**src/hw/rtl/sitdt_pkg.sv**
```systemverilog
package sitdt_pkg;

    // ASCII codes, truncated to the 6-bit character field
    localparam logic [5:0] CH_ZERO  = 6'd48;
    localparam logic [5:0] CH_MINUS = 6'd45;

    typedef enum logic [2:0] {
        ST_IDLE,
        ST_CONVERT,
        ST_FIND,
        ST_SIGN,
        ST_DIGITS
    } state_t;

    // controller -> datapath
    typedef struct packed {
        logic load;        // capture input beat, start conversion
        logic shift;       // one double-dabble step
        logic find;        // locate leading nonzero digit
        logic sel_sign;    // present '-' on the output
        logic emit_digit;  // digit beat taken, step to next digit
    } cmd_t;

    // datapath -> controller
    typedef struct packed {
        logic shift_done;  // current shift is the final one
        logic negative;
        logic ptr_zero;    // pointing at the least significant digit
    } status_t;

endpackage

```
**src/hw/rtl/sitdt_datapath.sv**
```systemverilog
module sitdt_datapath #(
    parameter int VALUE_WIDTH = 16
) (
    input  logic                    clk,
    input  logic                    rst_n,
    input  sitdt_pkg::cmd_t         cmd,
    input  logic [VALUE_WIDTH-1:0]  value,
    output sitdt_pkg::status_t      status,
    output logic [5:0]              char_code,
    output logic                    last
);

    // enough BCD digits for 2^(VALUE_WIDTH-1)
    localparam int NDIG = (VALUE_WIDTH * 3 + 9) / 10;
    localparam int PW   = $clog2(NDIG);
    localparam int CW   = $clog2(VALUE_WIDTH);

    logic [VALUE_WIDTH-1:0]  mag_reg, mag_next;
    logic [NDIG-1:0][3:0]    bcd_reg, bcd_next;
    logic [NDIG-1:0][3:0]    bcd_adj;
    logic [NDIG*4-1:0]       bcd_flat;
    logic [CW-1:0]           cnt_reg, cnt_next;
    logic [PW-1:0]           ptr_reg, ptr_next;
    logic [PW-1:0]           top_idx;
    logic                    neg_reg, neg_next;
    logic [3:0]              cur_digit;

    // add-3 correction, independent per digit
    always_comb
    begin
        for (int i = 0; i < NDIG; i++)
        begin
            if (bcd_reg[i] >= 4'd5)
            begin
                bcd_adj[i] = bcd_reg[i] + 4'd3;
            end
            else
            begin
                bcd_adj[i] = bcd_reg[i];
            end
        end
    end

    assign bcd_flat = bcd_adj;

    // highest nonzero digit, zero if none
    always_comb
    begin
        top_idx = '0;
        for (int i = 0; i < NDIG; i++)
        begin
            if (bcd_reg[i] != 4'd0)
            begin
                top_idx = PW'(i);
            end
        end
    end

    always_comb
    begin
        mag_next = mag_reg;
        bcd_next = bcd_reg;
        cnt_next = cnt_reg;
        ptr_next = ptr_reg;
        neg_next = neg_reg;
        if (cmd.load)
        begin
            neg_next = value[VALUE_WIDTH-1];
            mag_next = value[VALUE_WIDTH-1] ? (~value + 1'b1) : value;
            bcd_next = '0;
            cnt_next = CW'(VALUE_WIDTH - 1);
        end
        else if (cmd.shift)
        begin
            bcd_next = {bcd_flat[NDIG*4-2:0], mag_reg[VALUE_WIDTH-1]};
            mag_next = {mag_reg[VALUE_WIDTH-2:0], 1'b0};
            cnt_next = cnt_reg - 1'b1;
        end
        else if (cmd.find)
        begin
            ptr_next = top_idx;
        end
        else if (cmd.emit_digit)
        begin
            ptr_next = ptr_reg - 1'b1;
        end
    end

    always_ff @(posedge clk or negedge rst_n)
    begin
        if (!rst_n)
        begin
            cnt_reg <= '0;
            ptr_reg <= '0;
            neg_reg <= 1'b0;
        end
        else
        begin
            cnt_reg <= cnt_next;
            ptr_reg <= ptr_next;
            neg_reg <= neg_next;
        end
    end

    always_ff @(posedge clk)
    begin
        mag_reg <= mag_next;
        bcd_reg <= bcd_next;
    end

    assign cur_digit = bcd_reg[ptr_reg];

    assign status.shift_done = (cnt_reg == '0);
    assign status.negative   = neg_reg;
    assign status.ptr_zero   = (ptr_reg == '0);

    assign char_code = cmd.sel_sign ? sitdt_pkg::CH_MINUS
                                    : sitdt_pkg::CH_ZERO + {2'b00, cur_digit};
    assign last      = !cmd.sel_sign && (ptr_reg == '0);

endmodule

```
**src/hw/rtl/sitdt_controller.sv**
```systemverilog
module sitdt_controller (
    input  logic                clk,
    input  logic                rst_n,
    input  logic                in_valid,
    output logic                in_stall,
    output logic                out_valid,
    input  logic                out_stall,
    input  sitdt_pkg::status_t  status,
    output sitdt_pkg::cmd_t     cmd
);

    sitdt_pkg::state_t state_reg, state_next;

    always_comb
    begin
        state_next = state_reg;
        unique case (state_reg)
            sitdt_pkg::ST_IDLE:
            begin
                if (in_valid)
                begin
                    state_next = sitdt_pkg::ST_CONVERT;
                end
            end
            sitdt_pkg::ST_CONVERT:
            begin
                if (status.shift_done)
                begin
                    state_next = sitdt_pkg::ST_FIND;
                end
            end
            sitdt_pkg::ST_FIND:
            begin
                state_next = status.negative ? sitdt_pkg::ST_SIGN : sitdt_pkg::ST_DIGITS;
            end
            sitdt_pkg::ST_SIGN:
            begin
                if (!out_stall)
                begin
                    state_next = sitdt_pkg::ST_DIGITS;
                end
            end
            sitdt_pkg::ST_DIGITS:
            begin
                if (!out_stall && status.ptr_zero)
                begin
                    state_next = sitdt_pkg::ST_IDLE;
                end
            end
            default:
            begin
                state_next = sitdt_pkg::ST_IDLE;
            end
        endcase
    end

    always_comb
    begin
        cmd       = '0;
        in_stall  = 1'b1;
        out_valid = 1'b0;
        unique case (state_reg)
            sitdt_pkg::ST_IDLE:
            begin
                in_stall = 1'b0;
                cmd.load = in_valid;
            end
            sitdt_pkg::ST_CONVERT:
            begin
                cmd.shift = 1'b1;
            end
            sitdt_pkg::ST_FIND:
            begin
                cmd.find = 1'b1;
            end
            sitdt_pkg::ST_SIGN:
            begin
                out_valid    = 1'b1;
                cmd.sel_sign = 1'b1;
            end
            sitdt_pkg::ST_DIGITS:
            begin
                out_valid      = 1'b1;
                cmd.emit_digit = !out_stall;
            end
            default:
            begin
                cmd = '0;
            end
        endcase
    end

    always_ff @(posedge clk or negedge rst_n)
    begin
        if (!rst_n)
        begin
            state_reg <= sitdt_pkg::ST_IDLE;
        end
        else
        begin
            state_reg <= state_next;
        end
    end

endmodule

```
**src/hw/rtl/signed_integer_to_decimal_text_unit.sv**
```systemverilog
// Signed integer to decimal ASCII text.
//
// Input channel (in_valid / in_stall): one beat carries a two's complement
// value. Output channel (out_valid / out_stall): one beat per character,
// most significant first, '-' leading for negative values, no leading
// zeros, zero gives "0"; last marks the final character of the number.
//
// Operation: the magnitude goes through a double-dabble BCD converter, one
// bit per cycle, and the leading nonzero digit is then located.
// Characters then leave at one per cycle while the receiver does not stall.
//
// in_stall stays high from the accepting edge until the last character
// beat is taken. A stall on the output holds char_code and last steady.
// Reset returns the controller to idle; no characters are pending after.
module signed_integer_to_decimal_text_unit #(
    parameter int VALUE_WIDTH = 16
) (
    input  logic                    clk,
    input  logic                    rst_n,
    input  logic                    in_valid,
    output logic                    in_stall,
    input  logic [VALUE_WIDTH-1:0]  value,
    output logic                    out_valid,
    input  logic                    out_stall,
    output logic [5:0]              char_code,
    output logic                    last
);

    sitdt_pkg::cmd_t    cmd;
    sitdt_pkg::status_t status;

    // sequencing: idle / convert / find leading digit / sign / digits
    sitdt_controller u_ctrl (
        .clk       (clk),
        .rst_n     (rst_n),
        .in_valid  (in_valid),
        .in_stall  (in_stall),
        .out_valid (out_valid),
        .out_stall (out_stall),
        .status    (status),
        .cmd       (cmd)
    );

    // magnitude, BCD shift register, digit pointer, character mux
    sitdt_datapath #(
        .VALUE_WIDTH (VALUE_WIDTH)
    ) u_dp (
        .clk       (clk),
        .rst_n     (rst_n),
        .cmd       (cmd),
        .value     (value),
        .status    (status),
        .char_code (char_code),
        .last      (last)
    );

endmodule

```
**config.mk**
```make
export PLATFORM = sky130hd
export DESIGN_NAME = signed_integer_to_decimal_text_unit
export DESIGN_NICKNAME = d
export VERILOG_FILES = /design/src/hw/rtl/sitdt_pkg.sv /design/src/hw/rtl/sitdt_datapath.sv /design/src/hw/rtl/sitdt_controller.sv /design/src/hw/rtl/signed_integer_to_decimal_text_unit.sv
export SDC_FILE = /design/constraint.sdc
export NUM_CORES = 1
export LEC_CHECK = 0
export ABC_AREA = 1
export BUFFER_PORTS_ARGS = -buffer_cell sky130_fd_sc_hd__buf_2
export CAP_MARGIN = 10
export CORE_UTILIZATION = 40
export DETAILED_ROUTE_END_ITERATION = 10
export MAX_ROUTING_LAYER = met4
export SYNTH_ARGS = -nofsm -noshare
export SYNTH_HDL_FRONTEND = slang
export SYNTH_HIERARCHICAL = 1
export SYNTH_SLANG_ARGS = --single-unit
export TNS_END_PERCENT = 5
```
**constraint.sdc**
```tcl
create_clock -name clk -period 3.45 [get_ports clk]
set_input_delay 0.69 -clock clk [delete_from_list [all_inputs] [get_ports clk]]
set_output_delay 0.69 -clock clk [all_outputs]
set_load 0.02 [all_outputs]
```
==> results.txt <==
- The run finished with clean final reports.
* Class of the most critical setup path: register to output pin
- Min cycle time layout: 2.47 ns
* Layout Cell Area excl Fill: 3370 µm²
- During synthesis, Yosys emitted a total of 6 warnings.
- The count of buffers added on input and output ports is 27.
- Tot GR Track Use: 18.0%
- Final hold viol count: 0
- The analysis attributes to net switching a power of 1.25 mW.
- Mux cell area share after synthesis: 0%
- Biggest area contributors in the synthesized netlist: sky130_fd_sc_hd__edfxtp_1 (16%), sky130_fd_sc_hd__nand2_1 (13%), sky130_fd_sc_hd__dfxtp_1 (13%)
- The first detailed-routing pass ran for 4 iterations.
- CTS tree: done
- Area post-placement: 3260 µm²
- Data on the critical path arrives at its endpoint at 1.78 ns.
- The number of antenna diodes in the final layout is 0.
* Area share of the largest cell type after synthesis: 15.6%
- After Yosys synthesis, XOR and XNOR cells account for 2.84% of the synthesized area.
- Net count after synthesis: 464
* Async SR Flop Fraction: 23.4%
- Max-cap violations: 0
- The share of total power dissipated in combinational logic is 48.4%.
- In this run, post-CTS repair resized a total of 0 instances.
- After synthesis, the most frequently instantiated cells are sky130_fd_sc_hd__nand2_1 (108), sky130_fd_sc_hd__inv_1 (56), sky130_fd_sc_hd__o21ai_0 (42).
* Initial antenna violation count: 0
* Number of rows in the core area: 31
- Compared with the post-synthesis result, the final layout area differs by 9.11%.
* Via count of the first global-routing pass: 2657
* Clock Power Share: 14.2%
* Main combinational cell family by area after synthesis: simple AND/OR/NAND/NOR gates
- The most common cell in the synthesized netlist is sky130_fd_sc_hd__nand2_1.
- The share of the Yosys chip area taken by registers is 37.4%.
* Total CTS buffers: 5
* Post-DR wirelength/cell: 11.8 µm
* Wire length of the first global-routing pass: 11.7 mm
- The clock reaches the later pin of the worst-skew pair after 0.29 ns.
- Overall die width: 89.9 µm
- Clock tree synthesis selected as its root buffer the cell sky130_fd_sc_hd__clkbuf_8.
* Period utilisation layout: 71.7%
- In this run switching power makes up 45.2% of total power.
- Maximum fanout along the worst path: 18
- Once detail routing completed, the nets flagged for antenna violations numbered 0.
- CTS Buffer Depth: 2
* Fraction of power consumed by sequential logic: 37.4%
- Via count: 2772
- Worst-case reg-to-reg path depth: 8
- In this run the mean area of a mapped cell was 7.18 µm².
* Final Instance Count excl. Fillers: 551
- Setup violations remaining at the end of the flow were counted as 0.
- sky130_fd_sc_hd__edfxtp_1 takes more of the synthesized area than any other cell.
- Routability-driven placement finished with a final weighted congestion of 0.857.
- Power spread over the standard cell area amounts to 820 nW/µm².
* Relative slew margins: 41.8%
* Final routed wirelength across all metal layers: 6.48 mm
- Setup repair after global routing left no endpoint under its margin.
* Iter 0 DRT Violations: 130
- HPWL after detailed placement: 4.95 mm
* Count of buffers added by post-CTS timing repair for setup: 0
* Area fraction in compound gates after synthesis: 15.0%
* Top Ports: 29
- Worst VDD drop: 0.238 mV
- Post-route worst setup slack: 0.976 ns
- The die covers 8080 µm².
- Starting density of the core: 41.9%
- Kind of start point of the critical path: register
* Type of the worst min-delay path: input port to async pin
* Max frequency: 404 MHz
- After global routing the overflow that remains totals 0.
* Clock-pin slew of the registers on the worst-case setup and hold paths: 0.08 ns
* Vertical die dimension: 89.9 µm
- Post-synthesis cell count: 430
- Post-synthesis share of cell area spent on and, or, nand and nor gates: 28.6%
* Int Power: 1.51 mW
- In this run, distinct cell masters in the synthesized netlist total 36.
- Net count of the finished layout: 485
- Via-to-Cell Ratio: 5.03
- Layout cells sized above 1: 12.2%
* TritonCTS sink count: 47
- Area of the placeable core: 7370 µm²
* Post-Synth Adder-Cell Area: 5.67%
- Total count of max-transition violations in the final report: 0
* Clock skew after layout: 0.00690 ns
- Adding up every negative setup slack in the final design gives 0 ns.
- Including well taps, the total number of placed cells is 543.
- Summed instance area of the synthesized netlist: 3090 µm²
* Clock H-tree levels: 2
* Remaining design rule violation count: 0
- Endpoint required time on the critical path: 2.76 ns
* Setup WS pre-CTS: 1.14 ns
- The register with the most flip-flops in the layout has 20 of them.
- Slew at the pin closest to its max-slew limit: 0.872 ns
* Number of synthesized flops with an enable pin: 16
* Nature of the critical path endpoint: output pin
* Leakage: 1.56 nW
- # hold bufs at CTS: 0
* Total power after layout: 2.76 mW
- For this run, the leading register cell type out of synthesis is sky130_fd_sc_hd__dfxtp_1.
* Register bit count reported by yosys: 47
- Largest net degree at the start of global routing: 31
kinds of logic (layout without fill, tap and decap cells):
logic type | Yosys count | count (layout)
AND/OR/NAND/NOR | 199 | 199
AO/OA/AOI/OAI | 85 | 85
buffers and inverters | 74 | 96
flip-flops | 47 | 47
adder cells (fa/ha/maj) | 14 | 14
XOR/XNOR | 10 | 10
other | 1 | 1
area by class of cell:
type                    count  area (µm²)
well taps                  99         124
flip-flops and latches     47        1160
clock inverters             1        30.0
repair buffers             29         150
fillers                   786        4000
clock buffers               7        76.3
inverters                  59         221
multi-input cells         309        1610
path summary, 6_finish.rpt:
path	start	to	slack [ns]
worst max register to register	u_ctrl/state_reg[0]$_DFFE_PN0P_	u_dp/bcd_reg[7]$_SDFFE_PP0P_	1.14
max in group asynchronous	rst_n	u_ctrl/state_reg[2]$_DFFE_PN0P_	3.00
worst min-delay path	rst_n	u_dp/cnt_reg[3]$_DFFE_PN0N_	0.25
worst max-delay path	u_dp/ptr_reg[0]$_DFFE_PN0P_	char_code[1]	0.98
worst min register to register	u_dp/mag_reg[15]$_DFFE_PN_	u_dp/bcd_reg[0]$_SDFFE_PP0P_	0.49
min in group clk	u_dp/mag_reg[15]$_DFFE_PN_	u_dp/bcd_reg[0]$_SDFFE_PP0P_	0.49
power by group through the flow:
stage               Combinational [mW]  Clock [mW]  Sequential, mW
floorplan                         1.09           0           0.976
global placement                  1.32           0            1.04
detailed placement                1.34           0            1.04
CTS                               1.35       0.407            1.03
global route                      1.55       0.429            1.07
finish                            1.34       0.392            1.03
cell usage in the layout (no fill, tap or decap), drive strengths merged, types with 4 or more instances in the layout:
master and count:
nand2 113, inv 59, o21ai 55, nand3 38, nor2 34, buf 29, a21oi 20, dfxtp 20
edfxtp 16, ha 14, dfrtp 11, xor2 8, clkbuf 7, nand4 5, o211ai 4, nor3 4
per-stage QoR:
stage          util, %  hold slack [ns]
2_1_floorplan        -            0.394
3_3_place_gp      44.3            0.461
3_5_place_dp      44.3            0.466
4_1_cts           45.7            0.251
5_1_grt           45.7            0.246
6_report          45.7            0.251
worst max-delay path, cell delays in order (launching register included):
cell and delay, ns:
sky130_fd_sc_hd__dfrtp_1 0.67, sky130_fd_sc_hd__inv_1 0.18, sky130_fd_sc_hd__a21oi_1 0.16, sky130_fd_sc_hd__o21ai_0 0.08, sky130_fd_sc_hd__nand2_1 0.07, sky130_fd_sc_hd__nand2_1 0.05, sky130_fd_sc_hd__a21oi_1 0.12, sky130_fd_sc_hd__buf_2 0.17
per-layer routing:
layer,vias to the layer above,track usage [%],wire (µm)
li1,1444,-,-
met1,1259,22.0,3070
met2,53,30.0,3050
met3,16,3.30,195
met4,0,6.45,155
met5,-,-,0
No activity file was read; power rests on OpenSTA's default activity.
